`config.mk`:
```
export PLATFORM = sky130hd
export DESIGN_NAME = blank_skip_write_segmenter_core
export DESIGN_NICKNAME = d
export VERILOG_FILES = /design/src/sv/bsws_pkg.sv /design/src/sv/bsws_step.sv /design/src/sv/blank_skip_write_segmenter_core.sv
export VERILOG_INCLUDE_DIRS = /design/src /design/src/sv
export SDC_FILE = /design/constraint.sdc
export NUM_CORES = 1
export LEC_CHECK = 0
export BUFFER_PORTS_ARGS = -buffer_cell sky130_fd_sc_hd__buf_2
export CORE_UTILIZATION = 45
export DETAILED_ROUTE_END_ITERATION = 16
export PLACE_DENSITY = 0.68
export SYNTH_ARGS = -nofsm -noshare
export SYNTH_HDL_FRONTEND = slang
export SYNTH_HIERARCHICAL = 1
export SYNTH_SLANG_ARGS = --single-unit
```
`constraint.sdc`:
```
create_clock -name clk -period 7.2 [get_ports clk]
set_clock_uncertainty 0.15 [all_clocks]
set_input_delay 1.08 -clock clk [delete_from_list [all_inputs] [get_ports clk]]
set_output_delay 1.08 -clock clk [all_outputs]
set_load 0.02 [all_outputs]
```
`src/sv/blank_skip_write_segmenter_core_assert.svh`:
```
// Assertion macros used by the segmenter top level.
`ifndef BLANK_SKIP_WRITE_SEGMENTER_CORE_ASSERT_SVH
`define BLANK_SKIP_WRITE_SEGMENTER_CORE_ASSERT_SVH

// Same-cycle implication, checked on clk, off during reset.
`define BSWS_ASSERT_IMP(lbl, ante, cons) \
	lbl: assert property (@(posedge clk) disable iff (!arst_n) (ante) |-> (cons)) \
		else $error("segmenter check failed");

// Next-cycle implication, checked on clk, off during reset.
`define BSWS_ASSERT_NXT(lbl, ante, cons) \
	lbl: assert property (@(posedge clk) disable iff (!arst_n) (ante) |=> (cons)) \
		else $error("segmenter check failed");

`endif

```
`src/sv/bsws_pkg.sv`:
```
// Constants and types of the blank-skipping write segmenter.
`default_nettype none
package bsws_pkg;
	localparam int ADDR_BITS = 16;
	localparam int LEN_BITS = ADDR_BITS + 1;
	localparam logic [7:0] BLANK_BYTE = 8'hFF;
	localparam logic [7:0] GAP_RESET = 8'd8;
	localparam logic [7:0] RUN_MAX = 8'hFF;

	typedef struct packed {
		logic                 open;
		logic [ADDR_BITS-1:0] start;
		logic [ADDR_BITS-1:0] last_data;
		logic [7:0]           blank_run;
	} seg_state_t;

	typedef struct packed {
		logic                 emit;
		logic [ADDR_BITS-1:0] start;
		logic [LEN_BITS-1:0]  length;
	} seg_result_t;
endpackage
`default_nettype wire

```
`src/sv/bsws_step.sv`:
```
// Per-byte segment tracking: next state and segment emission.
`default_nettype none
module bsws_step (
	input  wire bsws_pkg::seg_state_t             cur,
	input  wire logic [7:0]                       gap_threshold,
	input  wire logic [7:0]                       byte_value,
	input  wire logic [bsws_pkg::ADDR_BITS-1:0]   byte_address,
	input  wire logic                             last_byte,
	output bsws_pkg::seg_state_t                  nxt,
	output bsws_pkg::seg_result_t                 res
);
	import bsws_pkg::*;

	seg_state_t           mid;
	logic [7:0]           run_inc;
	logic                 gap_hit;
	logic [ADDR_BITS-1:0] span;

	always_comb begin
		mid = cur;
		gap_hit = 1'b0;
		run_inc = (cur.blank_run < RUN_MAX) ? cur.blank_run + 8'd1 : cur.blank_run;
		if (byte_value != BLANK_BYTE) begin
			mid.open = 1'b1;
			if (!cur.open) begin
				mid.start = byte_address;
			end
			mid.last_data = byte_address;
			mid.blank_run = '0;
		end else if (cur.open) begin
			mid.blank_run = run_inc;
			gap_hit = (run_inc >= gap_threshold);
		end
	end

	// Close on a long enough blank run, or flush whatever is open on the final byte.
	always_comb begin
		span = mid.last_data - mid.start;
		res.emit = gap_hit || (last_byte && mid.open);
		res.start = mid.start;
		res.length = LEN_BITS'(span) + LEN_BITS'(1);
		if (gap_hit || last_byte) begin
			nxt = '0;
		end else begin
			nxt = mid;
		end
	end
endmodule
`default_nettype wire

```
`src/sv/blank_skip_write_segmenter_core.sv`:
```
// Top level of the blank-skipping write segmenter.
//
//  channel | direction | handshake               | payload
//  in      | input     | in_valid / in_stall     | byte_value, byte_address, last_byte
//  out     | output    | out_valid / out_stall   | segment_address, segment_length
//  cfg     | input     | cfg_write               | cfg_data (gap_threshold)
//
// One byte is accepted per cycle while in_stall is low; each byte is held in the input
// register and its segment, if any, enters the result register as the byte leaves.
// The rate is set by the state update, which bsws_step computes combinationally.
// Reset clears all segment state and loads the gap threshold with 8.
// A stalled result blocks only bytes that would emit another segment.
`default_nettype none
module blank_skip_write_segmenter_core (
	input  wire logic        clk,
	input  wire logic        arst_n,
	input  wire logic        cfg_write,
	input  wire logic [7:0]  cfg_data,
	input  wire logic        in_valid,
	output logic             in_stall,
	input  wire logic [7:0]  byte_value,
	input  wire logic [15:0] byte_address,
	input  wire logic        last_byte,
	output logic             out_valid,
	input  wire logic        out_stall,
	output logic [15:0]      segment_address,
	output logic [16:0]      segment_length
);
	import bsws_pkg::*;

	logic                 valid_s1;
	logic [7:0]           value_s1;
	logic [ADDR_BITS-1:0] addr_s1;
	logic                 last_s1;
	logic [7:0]           gap_threshold_q;
	seg_state_t           state_q;
	seg_state_t           state_nxt;
	seg_result_t          step_res;
	logic                 adv_s1;
	logic                 out_valid_q;

	bsws_step u_step (
		.cur           (state_q),
		.gap_threshold (gap_threshold_q),
		.byte_value    (value_s1),
		.byte_address  (addr_s1),
		.last_byte     (last_s1),
		.nxt           (state_nxt),
		.res           (step_res)
	);

	assign adv_s1 = valid_s1 && (!step_res.emit || !out_valid_q || !out_stall);
	assign in_stall = valid_s1 && !adv_s1;
	assign out_valid = out_valid_q;

	always_ff @(posedge clk or negedge arst_n) begin
		if (!arst_n) begin
			gap_threshold_q <= GAP_RESET;
		end else if (cfg_write) begin
			gap_threshold_q <= cfg_data;
		end
	end

	always_ff @(posedge clk or negedge arst_n) begin
		if (!arst_n) begin
			valid_s1 <= 1'b0;
		end else if (!in_stall) begin
			valid_s1 <= in_valid;
		end
	end

	always_ff @(posedge clk) begin
		if (in_valid && !in_stall) begin
			value_s1 <= byte_value;
			addr_s1 <= ADDR_BITS'(byte_address);
			last_s1 <= last_byte;
		end
	end

	always_ff @(posedge clk or negedge arst_n) begin
		if (!arst_n) begin
			state_q <= '0;
		end else if (adv_s1) begin
			state_q <= state_nxt;
		end
	end

	always_ff @(posedge clk or negedge arst_n) begin
		if (!arst_n) begin
			out_valid_q <= 1'b0;
		end else if (adv_s1 && step_res.emit) begin
			out_valid_q <= 1'b1;
		end else if (!out_stall) begin
			// drop the transaction once taken
			out_valid_q <= 1'b0;
		end
	end

	always_ff @(posedge clk) begin
		if (adv_s1 && step_res.emit) begin
			segment_address <= 16'(step_res.start);
			segment_length <= 17'(step_res.length);
		end
	end

`include "blank_skip_write_segmenter_core_assert.svh"

	`BSWS_ASSERT_IMP(a_idle_clean, !state_q.open, state_q.blank_run == '0 && state_q.start == '0 && state_q.last_data == '0)
	`BSWS_ASSERT_IMP(a_run_below_gap, state_q.open && state_q.blank_run != '0, state_q.blank_run < gap_threshold_q)
	`BSWS_ASSERT_IMP(a_len_nonzero, out_valid_q, segment_length != '0)
	`BSWS_ASSERT_IMP(a_stall_needs_item, in_stall, valid_s1 && out_valid_q && out_stall)
	`BSWS_ASSERT_NXT(a_held_item_stays, valid_s1 && !adv_s1, valid_s1)
endmodule
`default_nettype wire
```
Word-level counts from Yosys, hierarchy flattened
Index checks and enable logic that the tools add are counted. W data, S select, Z words.

Bits in registers: 109. Logic and storage cells: 45.

Add/subtract/negate cells: 3. $lt $le $gt $ge: 2. Equal/unequal tests: 2. Mux-type cells: 10. Reductions and logical operators: 16.

Operators with widths (number): $mux W41 (1); $mux W33 (1); $mux W8 (3); $add A16 B1 Y17 const B (1); $mux W16 (1); $sub A16 B16 Y16 (1); $add A8 B1 Y8 const B (1); $ge A8 B8 Y1 (1); $lt A8 B8 Y1 const B (1); $ne A8 B8 Y1 const B (1); $logic_and A1 B1 Y1 (5); $logic_not A1 Y1 (5); $logic_or A1 B1 Y1 (4); $mux W1 (4); $reduce_bool A3 Y1 (1); $ne A2 B1 Y1 const B (1); $reduce_and A2 Y1 (1).

Depth between registers and ports, before layout
Word-level depth: 14. Gate-level depth with buffers: 22.

Cells and area by module
The synthesis kept the hierarchy.

By module, submodules not included: blank_skip_write_segmenter_core (times used 1, cells each 320, area an instance 4504.3 µm²); bsws_step (times used 1, cells each 425, area an instance 2786.4 µm²).

Worst setup path after synthesis
OpenSTA, ideal clock, no wires.

Path kind: register -> register. Start point: register state_q[0] (netlist name). End point: register segment_address[0] (enable). Arrival: 5.300 ns. Setup slack: 1.315 ns. Cell stages (with the launch flop): 21. Buffers on the path: 4. Clock period less this slack: 5.885 ns. Path through: dfrtp_1 > ha_1 > and3_1 > clkbuf_1 > nand3_1 > mux2_2 > ha_1 > a21o_1 > a21o_1 > a21o_1 > a21o_1 > a21o_1 > a21o_1 > a21oi_1 > o21bai_1 > clkbuf_1 > a21boi_0 > buf_2 > buf_2 > nand2_1 > a21oi_1.

RTL lines: start, declared (line blank_skip_write_segmenter_core.sv:36) `seg_state_t state_q;`; start signal, assigned (line blank_skip_write_segmenter_core.sv:84) `state_q <= state_nxt;`; end signal, assigned (line blank_skip_write_segmenter_core.sv:101) `segment_address <= 16'(step_res.start);`; end, declared (line blank_skip_write_segmenter_core.sv:26) `output logic [15:0] segment_address,`.

==> results by group <==
Floorplan
  – Initial core utilization: 46.1%
  – IO Pins: 73
  – Die H: 129 um
  – Die area: 16700 um2
  – Core area: 15800 um2
  – Die width: 129 um
  – Row cnt: 46

Clocking
  – H-tree levels: 3
  – TritonCTS buffer count: 9
  – PostCTS Resize Cnt: 0
  – Clock Sinks: 109
  – Clk Latency, worst-skew pair: 0.36 ns
  – TritonCTS clock tree: done
  – Root buf cell: clkbuf_16
  – Clock-pin slew on the worst setup and hold paths: 0.07 ns
  – Post-CTS Setup Inserts: 0
  – Post-cts hold buffer count: 0
  – Bufs on Longest Clock Path: 2

Synth
  – Syn avg cell area: 9.79 um2
  – Yosys warns: 6
  – Leading area contributor after synthesis: edfxtp_1
  – Syn Inst Count: 745
  – Sequential fraction of the synthesis area: 41.4%
  – Most used DFF post-synth: edfxtp_1
  – Area share of the largest cell type after synthesis: 23.9%
  – Synth area leaders: edfxtp_1, dfrtp_1, o211ai_2
  – EDFF count, synth: 58
  – Commonest cells in the netlist: nand2_1, edfxtp_1, dfrtp_1
  – Asr flop ratio synth: 46.8%
  – Post-synth cell types: 74
  – Synthesized area: 7290 um2
  – Synthesized Nets: 800
  – Count leader, synth: nand2_1
  – Post-synthesis register bit count: 109

Global routing
  – Total global routing overflow: 0
  – Initial antenna violation count: 0
  – Gr usage total: 21.2%
  – Largest net degree at the start of global routing: 56
  – Vias in the first global route: 5332
  – First-pass GRT wire length: 27400 um

Job
  – Max-Cap Viols: 0

STA
  – Rel. slew slack: 21.7%
  – Highest clock rate: 171 MHz
  – Worst-margin pin slew: 1.17 ns
  – Unrepaired setup endpoints after global routing: no
  – Max Slew Vio Count: 0
  – Final TNS setup: 0 ns
  – Hold_ws: 0.337 ns
  – Fin. Hold Viols: 0
  – Final count of negative-setup-slack endpoints: 0
  – Final min period: 5.84 ns
  – Share of the clock period used by the worst path: 81.1%

Drt
  – Total routed wirelength: 16800 um
  – DR pass1 iterations: 5
  – ANT nets after route: 0
  – Drc violations: 0
  – DR vias: 5698
  – Vias per Instance: 5.65
  – First DRT Iteration DRCs: 441
  – WL per Instance: 16.6 um

Worst setup path
  – Crit path required time: 5.97 ns
  – CP Capture Type: output pin
  – Maximum fanout along the worst path: 42
  – Critical path class: flop to output pin
  – Crit start category: flop
  – Critical Path AT: 4.61 ns

Finish
  – Antenna diode count: 0
  – Area delta synth->final: 10.5%
  – Share of cells above drive strength 1: 21.9%
  – Fin cells: 1009
  – Post-layout net count: 843

Power and ir drop
  – Pleak: 3.33 nW
  – Power per cell area: 233 nW/um2
  – Max rail drop VDD: 115 uV

Placement
  – IO Port Bufs: 72
  – Placed Cells: 993
  – HPWL Detailed: 11200 um
  – GPL Wtd Cong: 0.856

Outcome
  – Status: finished, final reports clean

Worst hold path
  – Worst hold path type: flop to flop
==> layout by cell type (no fill, tap or decap), types with 4 or more instances in the layout <==
| cell type | instances |
|---|---|
| clkbuf_16 | 9 |
| nand2b_1 | 49 |
| mux2i_1 | 13 |
| a21oi_1 | 31 |
| o31ai_1 | 4 |
| buf_4 | 11 |
| mux2_1 | 8 |
| ha_1 | 17 |
| o22ai_1 | 4 |
| o21a_1 | 4 |
| a31oi_1 | 5 |
| nor2_1 | 29 |
| o211ai_2 | 40 |
| xor2_1 | 20 |
| o21ai_0 | 16 |
| mux2_2 | 10 |
| nand4_1 | 46 |
| edfxtp_1 | 58 |
| a21o_1 | 9 |
| dfrtp_1 | 49 |
| xnor2_1 | 27 |
| maj3_1 | 9 |
| nand3_1 | 15 |
| buf_2 | 72 |
| nor3_1 | 12 |
| nor2b_1 | 22 |
| inv_1 | 28 |
| nor4_1 | 5 |
| nand2_1 | 96 |
==> worst paths after layout <==
path / from / to / slack, ns / cells past startpoint
max in group asynchronous: arst_n / valid_s1$_DFFE_PN0N_ / 5.67 / 2
hold / removal: gap_threshold_q[6]$_DFFE_PN0P_ / gap_threshold_q[6]$_DFFE_PN0P_ / 0.34 / 1
hold reg to reg: gap_threshold_q[6]$_DFFE_PN0P_ / gap_threshold_q[6]$_DFFE_PN0P_ / 0.34 / 1
setup reg to reg: state_q[0]$_DFFE_PN0P_ / value_s1[4]$_DFFE_PP_ / 1.88 / 19
setup / recovery: state_q[0]$_DFFE_PN0P_ / in_stall / 1.36 / 19
min in group asynchronous: arst_n / gap_threshold_q[2]$_DFFE_PN0P_ / 0.71 / 2
==> where the power goes <==
part / internal, W / switching, W / leakage (nW)
Clock: 0.000277 / 0.000223 / 0.141
Sequential: 0.000744 / 0.0000623 / 1.21
Combinational: 0.000234 / 0.000340 / 1.98
==> kinds of logic after synthesis <==
kind of cell,Yosys count,share of synthesized area (%)
buffers and inverters,81,5.18
adder cells (fa/ha/maj),26,4.15
flip-flops,109,41.4
AND/OR/NAND/NOR,305,22.4
AO/OA/AOI/OAI,145,16.4
multiplexers,31,4.56
XOR/XNOR,48,5.87
==> stage by stage <==
step	cell area, um2	total power (W)	setup WS, ns	util (%)
finish	8050	0.00188	1.36	50.9
global route	8050	0.00198	1.07	50.9
CTS	8050	0.00189	1.36	50.9
detailed placement	7760	0.00139	1.77	49.0
global placement	7760	0.00138	1.85	49.0
floorplan	7290	0.00125	1.32	-
==> sequential cells by signal, indices dropped and copies added, names as in the netlist <==
register and flops:
state_q 41, out_valid 1, segment_length 17, last_s1 1
gap_threshold_q 8, addr_s1 16, value_s1 8, valid_s1 1
segment_address 16
==> layout make-up <==
cell class                 count  area [um2]
clock inverter                 5        50.0
clock buffer                  11         243
sequential                   109        3020
inverter                      30         113
fill                        1457        7770
multi-input combinational    555        3920
tap                          216         270
timing repair buffer          83         443
==> worst max-delay path, cell delays in order (launching register included) <==
cell and delay [ns]:
dfrtp_1 0.46, ha_1 0.26, and3_1 0.24, nand3_1 0.29, mux2_2 0.40, ha_1 0.28
a21o_1 0.15, a21o_1 0.17, a21o_1 0.16, a21o_1 0.16, a21o_1 0.17, a21o_1 0.16
a21oi_1 0.18, o21bai_2 0.08, buf_4 0.27, a21boi_2 0.23, buf_4 0.21, nand4_1 0.14
inv_1 0.05, buf_2 0.15
==> metal layers <==
metal	up-vias	wire (um)	track usage [%]
met5	-	0	0
met3	22	838	3.96
met2	171	7690	33.0
met1	2728	8000	29.5
met4	0	245	7.34
li1	2777	-	-
Power figures use the tool's default switching activity.
